**src/esr_pkg.sv**
```systemverilog
package esr_pkg;

  localparam int DATA_W    = 16;
  localparam int PROD_W    = 2 * DATA_W;
  localparam int RATE_W    = 35;
  localparam int CNT_W     = 5;
  localparam int NODES_DEF = 8;

  typedef enum logic [1:0] {
    ST_IDLE,
    ST_MUL,
    ST_ACC,
    ST_EMIT
  } esr_state_t;

  typedef struct packed {
    logic load;
    logic mul;
    logic acc;
    logic emit;
  } esr_cmd_t;

  typedef struct packed {
    logic last;
    logic out_free;
  } esr_stat_t;

endpackage

```
**src/esr_ctrl.sv**
```systemverilog
module esr_ctrl (
  input  logic               clk,
  input  logic               rst,
  input  logic               in_valid,
  output logic               in_stall,
  input  esr_pkg::esr_stat_t stat,
  output esr_pkg::esr_cmd_t  cmd
);

  esr_pkg::esr_state_t state;
  esr_pkg::esr_state_t state_next;

  always_ff @(posedge clk) begin
    if (rst) begin
      state <= esr_pkg::ST_IDLE;
    end else begin
      state <= state_next;
    end
  end

  always_comb begin
    state_next = state;
    case (state)
      esr_pkg::ST_IDLE: begin
        if (in_valid) state_next = esr_pkg::ST_MUL;
      end
      esr_pkg::ST_MUL: begin
        state_next = esr_pkg::ST_ACC;
      end
      esr_pkg::ST_ACC: begin
        state_next = stat.last ? esr_pkg::ST_EMIT : esr_pkg::ST_IDLE;
      end
      esr_pkg::ST_EMIT: begin
        // wait for the output register to drain
        if (stat.out_free) state_next = esr_pkg::ST_IDLE;
      end
      default: begin
        state_next = esr_pkg::ST_IDLE;
      end
    endcase
  end

  always_comb begin
    cmd      = '0;
    in_stall = 1'b1;
    case (state)
      esr_pkg::ST_IDLE: begin
        in_stall = 1'b0;
        cmd.load = in_valid;
      end
      esr_pkg::ST_MUL: begin
        cmd.mul = 1'b1;
      end
      esr_pkg::ST_ACC: begin
        cmd.acc = 1'b1;
      end
      esr_pkg::ST_EMIT: begin
        cmd.emit = stat.out_free;
      end
      default: begin
        cmd = '0;
      end
    endcase
  end

endmodule

```
**config.mk**
```make
export PLATFORM = sky130hd
export DESIGN_NAME = esr_ctrl
export DESIGN_NICKNAME = d
export VERILOG_FILES = /design/src/esr_pkg.sv /design/src/esr_ctrl.sv
export SDC_FILE = /design/constraint.sdc
export NUM_CORES = 1
export LEC_CHECK = 0
export CORE_AREA = 5 5 42 44
export DETAILED_ROUTE_END_ITERATION = 6
export DIE_AREA = 0 0 47 49
export DONT_BUFFER_PORTS = 1
export GPL_TIMING_DRIVEN = 0
export HOLD_SLACK_MARGIN = 0.05
export PLACE_DENSITY_LB_ADDON = 0.12
export SKIP_CTS_REPAIR_TIMING = 1
export SYNTH_ARGS = -nofsm -noshare
export SYNTH_HDL_FRONTEND = slang
export SYNTH_SLANG_ARGS = --single-unit
```
**constraint.sdc**
```tcl
create_clock -name clk -period 1.9 [get_ports clk]
set_input_delay 0.285 -clock clk [delete_from_list [all_inputs] [get_ports clk]]
set_output_delay 0.285 -clock clk [all_outputs]
set_load 0.1 [all_outputs]
```
======== Word-level counts from Yosys, hierarchy flattened ========
Cells that the tools add are included.
Widths: inputs -> output; s select.
storage, ports and cells
  register bits after elaboration ......... 2
operators by class
  reductions and logical operators ........ 2
  equality and inequality tests ........... 5
  muxes and demuxes ....................... 9
operators with widths
  operator            number
  $pmux 2 s4          1
  $mux 2              3
  $mux 1              5
  $eq 2x2->1 const B  2
  $ne 2x2->1 const B  2
  $eq 2x1->1 const B  1
  $logic_not 2->1     1
  $reduce_and 2->1    1

======== Logic depth before layout (Yosys ltp) ========
Gate-level depths: netlist of the first run.
  word-level depth ........................ 3
  gate-level depth with buffers ........... 3
  depth with buffers taken out ............ 3

======== Worst setup path before layout of the first run ========
No wires, ideal clock.
  path kind ............................... reg-to-output
  from .................................... register state[0]
  to ...................................... output port cmd[3] (netlist bit)
  arrival time ............................ 2.214 ns
  data required time ...................... 1.615 ns
  path slack .............................. -0.599 ns
  stages on the path, launching flop included .. 3
  buffers on the path ..................... 0
  cells stage by stage .................... dfxtp_1 or2_2 nor2_1
RTL lines
  item                    line            text
  from (decl)             esr_ctrl.sv:10  esr_pkg::esr_state_t state;
  from (signal assigned)  esr_ctrl.sv:15  state <= esr_pkg::ST_IDLE;
  from (signal assigned)  esr_ctrl.sv:17  state <= state_next;
  to (decl)               esr_ctrl.sv:7   output esr_pkg::esr_cmd_t cmd

==> results.md, run 1 <==
- The number of library cell types mapped by synthesis is 12.
- The standard cell core area is 1400 um^2.
- The initial antenna violation count is 0.
- The gate count after technology mapping is 16.
- The floorplan has 14 rows.
- The post-route clock period utilization is 0.973.
- The slew of the pin with the lowest slew margin is 900 ps.
- Max-cap violations in this run came to 0.
- The library cell used most frequently in the layout, excluding fill and tap cells, is sky130_fd_sc_hd__clkbuf_4.
- The remaining max-slew budget at the tightest pin is 0.402.
- The area added between synthesis and finish is 51.5%.
- The number of placed instances, taps included, is 32.
- The CTS H-tree depth is 1.
- The reported leakage power is 0.0699 nW.
- The hold violation total from the final report is 0.
- After the flow finishes, the layout carries non-filler instances totaling 35.
- By area the synthesized netlist is led by sky130_fd_sc_hd__dfxtp_1 (33%), sky130_fd_sc_hd__a211oi_1 (12%), sky130_fd_sc_hd__nor2b_1 (10%).
- The flow ran to the end, and the final reports show no timing, DRC or antenna violations.
- The first TritonRoute pass finished after 4 iterations.
- The remaining global-route overflow is 0.
- The power share of the sequential group is 0.221.
- The number of register bits inferred by synthesis is 2.
- The final number of setup-violating endpoints is 0.
- The via count of the first global-routing pass is 130.
- In the layout the commonest cells are sky130_fd_sc_hd__clkbuf_4 (3), sky130_fd_sc_hd__nand2_1 (2), sky130_fd_sc_hd__a211oi_1 (2).
- The post-synthesis instance area is 121 um^2.
- The maximum vdd ir drop is 0.289 mV.
- TritonCTS built the clock tree.
- The buffer cell driving the clock tree root is sky130_fd_sc_hd__clkbuf_4.
- The number of nets with antenna violations after routing is 0.
- The setup skew after layout is 3.24 ps.
- The upper clock frequency limit is 0.541 GHz.
- For the worst setup path, the data required time is 1620 ps.
- During placement, the flow inserted port buffers numbering 0.
- The layout cell share with drive strength beyond 1 is 0.421.
- In this run the worst path has a maximum fanout of 9.
- TritonCTS created 3 clock buffers.
- CTS saw 2 sinks.
- The total design power is 264 uW.
- The final net count is 26.
- Pin placement for this block handled 10 I/O pins.
- The first global-routing pass estimated 607 um of wire.
- In the final layout, the registers with the most flip-flops are state x2.
- Of all cell types, the one taking the most synthesized area is sky130_fd_sc_hd__dfxtp_1.
- The internal power contribution is 135 uW.
- For this run, the number of Yosys warnings is 0.
- Summing over every cut layer, the via total after detailed routing is 127.
- The total net switching power is 129 uW.
- The critical path's slowest cell is sky130_fd_sc_hd__nor2_4.
- The die is 49 um tall.
- The final core utilization is 0.131.
- The routed via count divided by cell count is 3.63.
- Clock-pin slew was measured on the worst setup and hold paths at 30 ps.
- The worst setup path is captured at an output pin.
- For the worst setup path, the data arrival time is 1560 ps.
- The total count of max-transition violations in the final report came to 0.
- In this design, the stage delay of the slowest critical-path cell is 540 ps.
- The later-pin clock latency in the skew report is 230 ps.
- The net count after synthesis is 21.
- The number of antenna diodes is 0.
- The number of buffers on the longest clock path is 2.
- The total global-route track usage is 0.0464.
- The worst hold slack across all endpoints is 119 ps.
- The average detailed-routed wire length per instance is 11.1 um.
- Of the post-synthesis cell area, the dominant cell type holds 0.330.
- The first-iteration detailed-routing DRC count is 4.
- The synthesized area divided by synthesized cell count is 7.59 um^2.
- Entering global routing, the biggest net connects 10 pins.
- The critical path goes through or2_4 > nor2_4.
- The routed design has 388 um of wire.
- The routability-driven placement congestion ratio is 0.621.
- The die footprint is 2300 um^2.
- The launching element type of the critical path is a flip-flop.
- The flip-flop count of the largest register, all copies and words added is 2.
- The switching share of total power is 0.489.
- For this design the ratio of total power to cell area is 1430 nW/um^2.
- The register name with the most flops is state.
- The clock share of power is 0.363.
- Setup repair after global routing left no endpoint under its margin.
- The share of synthesized area occupied by flip-flops and latches is 0.330.
- After detailed routing, the number of remaining DRC violations is 0.
- The min-delay analysis places its worst path in the category in2reg.
- The part of the total power dissipated in combinational logic is 0.417.
- The critical path is of the reg2out type.
- The width of the die is 47 um.
- The effective utilization at floorplan is 0.0866.
- After layout, the minimum clock period comes to 1850 ps.
-- metal layers --
layer	global-route usage	vias up	share of wire
met5	0	-	0
met4	0.0968	0	0.11
met3	0.0221	4	0.064
met2	0.0452	9	0.45
met1	0.0416	54	0.37
li1	-	60	-
-- critical path: cells and delay by family (launching register included) --
kind | cells | cell delay (ps)
flops | 1 | 370
simple gates | 2 | 960
-- final timing paths --
check	cells past startpoint	to	start	slack, ps
setup / recovery	2	cmd[3]	state[1]	50
hold / removal	1	state[0]	rst	120
setup reg to reg	3	state[0]	state[1]	930
hold reg to reg	2	state[1]	state[0]	530
-- cells by family (layout without fill, tap and decap cells) --
| family | count (synthesis) | count (layout) | synth area share |
|---|---|---|---|
| AO/OA/AOI/OAI | 3 | 3 | 0.165 |
| flip-flops | 2 | 2 | 0.330 |
| buffers and inverters | 1 | 4 | 0.0309 |
| AND/OR/NAND/NOR | 10 | 10 | 0.474 |
-- through the flow --
| step | worst slack [ps] | area, um^2 | TNS [ps] |
|---|---|---|---|
| after floorplan | -136 | 126 | -136 |
| final | 50.7 | 184 | 0 |
| after detailed placement | -202 | 146 | -202 |
| after global placement | -201 | 146 | -201 |
| after CTS | -453 | 169 | -453 |
| after global routing | 0.511 | 184 | 0 |
-- synth_stat cells --
cell type	n
sky130_fd_sc_hd__nand2_1	2
sky130_fd_sc_hd__a211oi_1	2
sky130_fd_sc_hd__and2b_1	1
sky130_fd_sc_hd__nor2b_1	2
sky130_fd_sc_hd__and3_1	1
sky130_fd_sc_hd__nand2b_1	1
sky130_fd_sc_hd__nand3b_1	1
sky130_fd_sc_hd__dfxtp_1	2
sky130_fd_sc_hd__inv_1	1
sky130_fd_sc_hd__nor2_1	1
sky130_fd_sc_hd__or2_2	1
sky130_fd_sc_hd__a21oi_1	1
-- area by class of cell --
type | count | area [um^2]
Fill cell | 170 | 1220
Multi-Input combinational cell | 13 | 96.3
Sequential cell | 2 | 41.3
Clock buffer | 3 | 22.5
Tap cell | 16 | 20.0
Inverter | 1 | 3.75
-- power groups by stage --
stage | Clock (mW) | Sequential, mW | Combinational, mW
floorplan | 0 | 0.0537 | 0.101
global placement | 0 | 0.0565 | 0.105
detailed placement | 0 | 0.0568 | 0.104
CTS | 0.103 | 0.0563 | 0.104
global route | 0.105 | 0.0594 | 0.114
finish | 0.0957 | 0.0582 | 0.110
Note: power is estimated with default switching activity, not from simulation.
==> run 2: changes to the inputs <==
Settings changed: ABC_AREA set to 1, CORE_AREA 5 5 42 44 to 2 2 39 41, DIE_AREA 0 0 47 49 to 0 0 41 43, HOLD_SLACK_MARGIN 0.05 to unset.
==> run 2 against run 1 <==
Clock power shrank 1%. Synthesized cell count grew 25%. Die area shrank 23%. Combinational power shrank 24%. Critical path type unchanged. Highest routed layer is now met3.
==> results.md, run 2 <==
- The peak per-stage delay on the critical path is 770 ps (+230 ps).
- The net count after synthesis came to 25 (+19%).
- The part of the total power dissipated in combinational logic came to 0.365 (-0.052).
- The count of unresolved DRC violations after routing is 0 (unchanged).
- In the final layout, the registers with the most flip-flops are state x2.
- The number of register bits inferred by synthesis is 2 (unchanged).
- The number of antenna diodes was 0 (unchanged).
- The share of synthesized area occupied by flip-flops and latches is 0.333 (+0.00344).
- The number of stages on the worst hold path is 1 (unchanged).
- The number of filler cells placed in the layout is 161 (-5.3%).
- The worst setup path is of the reg2out kind.
- The most area-hungry cell type in the Yosys netlist is sky130_fd_sc_hd__dfxtp_1.
- The end of the worst register-to-register path is state[0].
- The post-synthesis share of cell area spent on and, or, nand and nor gates is 0.365 (-0.110).
- The share of synthesized cell area in full adder, half adder and majority cells is 0 (unchanged).
- The number of flops mapped to enable cells by yosys is 0 (unchanged).
- The switching share of total power is 0.463 (-0.0254).
- The later-pin clock latency in the skew report is 230 ps (about the same).
- The routability-driven placement congestion ratio is 0.535 (-14%).
- The remaining max-slew budget at the tightest pin came to 0.290 (-0.112).
- The width of the die is 41 um (-13%).
- The post-route clock period utilization came to 0.962 (-0.0116).
- The setup slack at placement is 260 ps (+463 ps).
- The flow ran to the end, and the final reports show no timing, DRC or antenna violations.
- The internal power contribution is 123 uW (-8.9%).
- The number of library cell types mapped by synthesis came to 9 (-3).
- The number of nets with antenna violations after routing came to 0 (unchanged).
- Detailed placement finished with a half-perimeter wire length of 259 um.
- The final net count came to 30 (+15%).
- The synthesis warning total came to 0 (unchanged).
- The number of top-level pins is 10 (unchanged).
- The remaining global-route overflow is 0 (unchanged).
- The gate count after technology mapping was 20 (+4).
- The total count of max-transition violations in the final report is 0 (unchanged).
- The number of buffers on the longest clock path was 2 (unchanged).
- The share of async-settable or async-resettable flops after synthesis is 0 (unchanged).
- The start of the worst register-to-register path is state[0].
- The number of buffer and inverter instances along the worst setup path was 1 (+1).
- The average detailed-routed wire length per instance came to 8.33 um (-25%).
- The layout cell share with drive strength beyond 1 is 0.348 (-0.0732).
- The number of port buffers is 0 (unchanged).
- The total net switching power is 106 uW (-18%).
- The complex-gate fraction of the synthesized area is 0.0833 (-0.0816).
- The die boundary height is 43 um (-12%).
- The hold violation total from the final report is 0 (unchanged).
- After synthesis, the largest family of logic cells by area is simple AND/OR/NAND/NOR gates.
- The register name with the most flops is state.
- The flip-flop count of the largest register, all copies and words added was 2 (unchanged).
- The register area is 41.3 um^2 (unchanged).
- The final critical delay including setup and external delays is 1830 ps (-22.1 ps).
- The global-route wire length before repair is 489 um (-19%).
- The gate family responsible for the most delay along the worst path is simple AND/OR/NAND/NOR gates.
- In this run the worst hold path is classified as in2reg.
- The first-iteration detailed-routing DRC count is 0 (-4).
- The number of buffers created by CTS is 3 (unchanged).
- The clock-pin transition on the worst setup and hold timing paths came to 30 ps (about the same).
- In the post-synthesis netlist, the cell with the most instances is sky130_fd_sc_hd__inv_1.
- The final number of setup-violating endpoints is 0 (unchanged).
- The area share of xor/xnor cells in the synthesized design was 0 (unchanged).
- The cell area after layout is 185 um^2 (+0.68%).
- The TritonCTS sink count is 2 (unchanged).
- The initial antenna violation count was 0 (unchanged).
- The startpoint of the most critical hold path is rst.
- In the layout the commonest cells are sky130_fd_sc_hd__inv_1 (7), sky130_fd_sc_hd__clkbuf_4 (3), sky130_fd_sc_hd__nand2_1 (2), sky130_fd_sc_hd__nand3_1 (2).
- The clock share of power is 0.412 (+0.049).
- The power per unit of standard cell area is 1240 nW/um^2 (-14%).
- After synthesis, the cell types taking the most area are sky130_fd_sc_hd__dfxtp_1 (33%), sky130_fd_sc_hd__inv_1 (22%), sky130_fd_sc_hd__nor2_1 (9.4%).
- The synthesized area divided by synthesized cell count is 6.01 um^2 (-21%).
- The reg-to-reg setup timing slack is 990 ps (+60 ps).
- The maximum number of pins on one net before global-route repair is 6 (-4).
- Setup repair after global routing left no endpoint under its margin.
- The effective utilization at floorplan is 0.0868 (+0.000192).
- The CTS H-tree depth is 1 (unchanged).
- The launching element type of the critical path is a flip-flop.
- The standard cell core area was 1380 um^2 (-1.2%).
- The final setup slack of the worst path is 72.8 ps (+22.1 ps).
- The proportion of netlist area held by the largest area contributor is 0.333 (+0.00344).
- The mux share of post-synthesis cell area is 0 (unchanged).
- Leaving out fill and tap cells, the most frequent cell in the layout is sky130_fd_sc_hd__inv_1.
- The power share of the sequential group was 0.223 (+0.002).
- The data arrival time of the critical path is 1540 ps (-20 ps).
- The post-synthesis instance area is 120 um^2 (-1.0%).
- The buffer cell driving the clock tree root is sky130_fd_sc_hd__clkbuf_4.
- The overall routed net length is 325 um (-16%).
- The post-place instance area is 156 um^2 (+6.8%).
- The final core utilization is 0.134 (+0.00257).
- The number of placement rows is 14 (unchanged).
- The total global-route track usage is 0.0511 (+0.00464).
- The area of combinational cells with multiple inputs is 75.1 um^2 (-22%).
- The area added between synthesis and finish is 54.2%.
- The reported leakage power is 0.0946 nW (+35%).
- TritonCTS built the clock tree.
- The maximum vdd ir drop is 0.218 mV (-25%).
- The critical-path maximum fanout is 5 (-4).
- The flip-flop cell with the highest count after synthesis is sky130_fd_sc_hd__dfxtp_1.
- The reported max-cap violation count is 0 (unchanged).
- The count of TritonRoute iterations in the first routing pass is 1 (-3).
- The upper clock frequency limit is 0.547 GHz (+1.2%).
- The data required time at the worst endpoint was 1620 ps (about the same).
- The worst reg-to-reg path cell count is 5 (+2).
- The setup skew after layout is 4.24 ps (+1.01 ps).
- The largest individual stage delay along the critical path comes from the cell sky130_fd_sc_hd__nor3_4.
- The die footprint is 1760 um^2 (-23%).
- The worst setup path is captured at an output pin.
- The routed via count divided by cell count is 3.44 (-5.3%).
- After synthesis, the most frequently instantiated cells are sky130_fd_sc_hd__inv_1 (7), sky130_fd_sc_hd__nor2_1 (3), sky130_fd_sc_hd__dfxtp_1 (2), sky130_fd_sc_hd__nand2_1 (2), sky130_fd_sc_hd__nand3_1 (2).
- The via total after detailed routing is 134 (+5.5%).
- The path with the worst hold slack has its endpoint at state[1].
- The via count of the first global-routing pass is 125 (-3.8%).
- The slew of the pin with the lowest slew margin is 1060 ps (+163 ps).
- Traced cell by cell, the critical path runs through inv_1 > nor3_4.
-- run 2: cell types whose count changed after synthesis, sizes merged, moves of 2 or more --
cell,change
a211oi,-2
inv,+6
nor2,+2
nor2b,-2
nand3,+3
-- run 2: cell families (layout without fill, tap and decap cells) --
| kind of cell | count (synthesis) | in the layout |
|---|---|---|
| simple gates | 9 | 9 |
| buf+inv | 7 | 10 |
| compound gates | 2 | 2 |
| flops | 2 | 2 |
-- run 2: cell type report --
type,count,share of cell area
tap,16,0.108
clock buffer,3,0.122
multi-input combinational,11,0.405
inverter,7,0.142
sequential,2,0.223
-- run 2: layer usage --
metal	vias to the layer above	track usage	wire, um
met5	-	0	0
met4	0	0.0600	0
met3	0	0.0628	51
met2	7	0.0531	130
met1	61	0.0414	143
li1	66	-	-
-- run 2: power groups by stage --
| stage | sequential, mW | clock, mW | combinational [mW] |
|---|---|---|---|
| after floorplan | 0.0494 | 0 | 0.0765 |
| after global placement | 0.0502 | 0 | 0.0793 |
| after detailed placement | 0.0507 | 0 | 0.0827 |
| after CTS | 0.0502 | 0.103 | 0.0828 |
| after global routing | 0.0519 | 0.106 | 0.0866 |
| final | 0.0511 | 0.0943 | 0.0835 |
-- run 2: worst max-delay path by stage --
stage	startpoint	to	cells after the start
2_1_floorplan	state[1]	cmd[1]	2
3_3_place_gp	state[1]	cmd[1]	2
3_5_place_dp	state[0]	cmd[0]	2
4_1_cts	state[1]	cmd[1]	2
5_1_grt	state[0]	cmd[0]	2
6_report	state[0]	cmd[0]	2
-- run 2: per-stage QoR --
step | std cells | setup TNS, ps | hold WS (ps) | total power, mW
finish | 39 | 0 | 117 | 0.229
global route | 39 | 0 | 112 | 0.245
CTS | 39 | 0 | 112 | 0.236
detailed placement | 36 | 0 | 359 | 0.133
global placement | 36 | -414 | 358 | 0.130
floorplan | 20 | -246 | 354 | 0.126
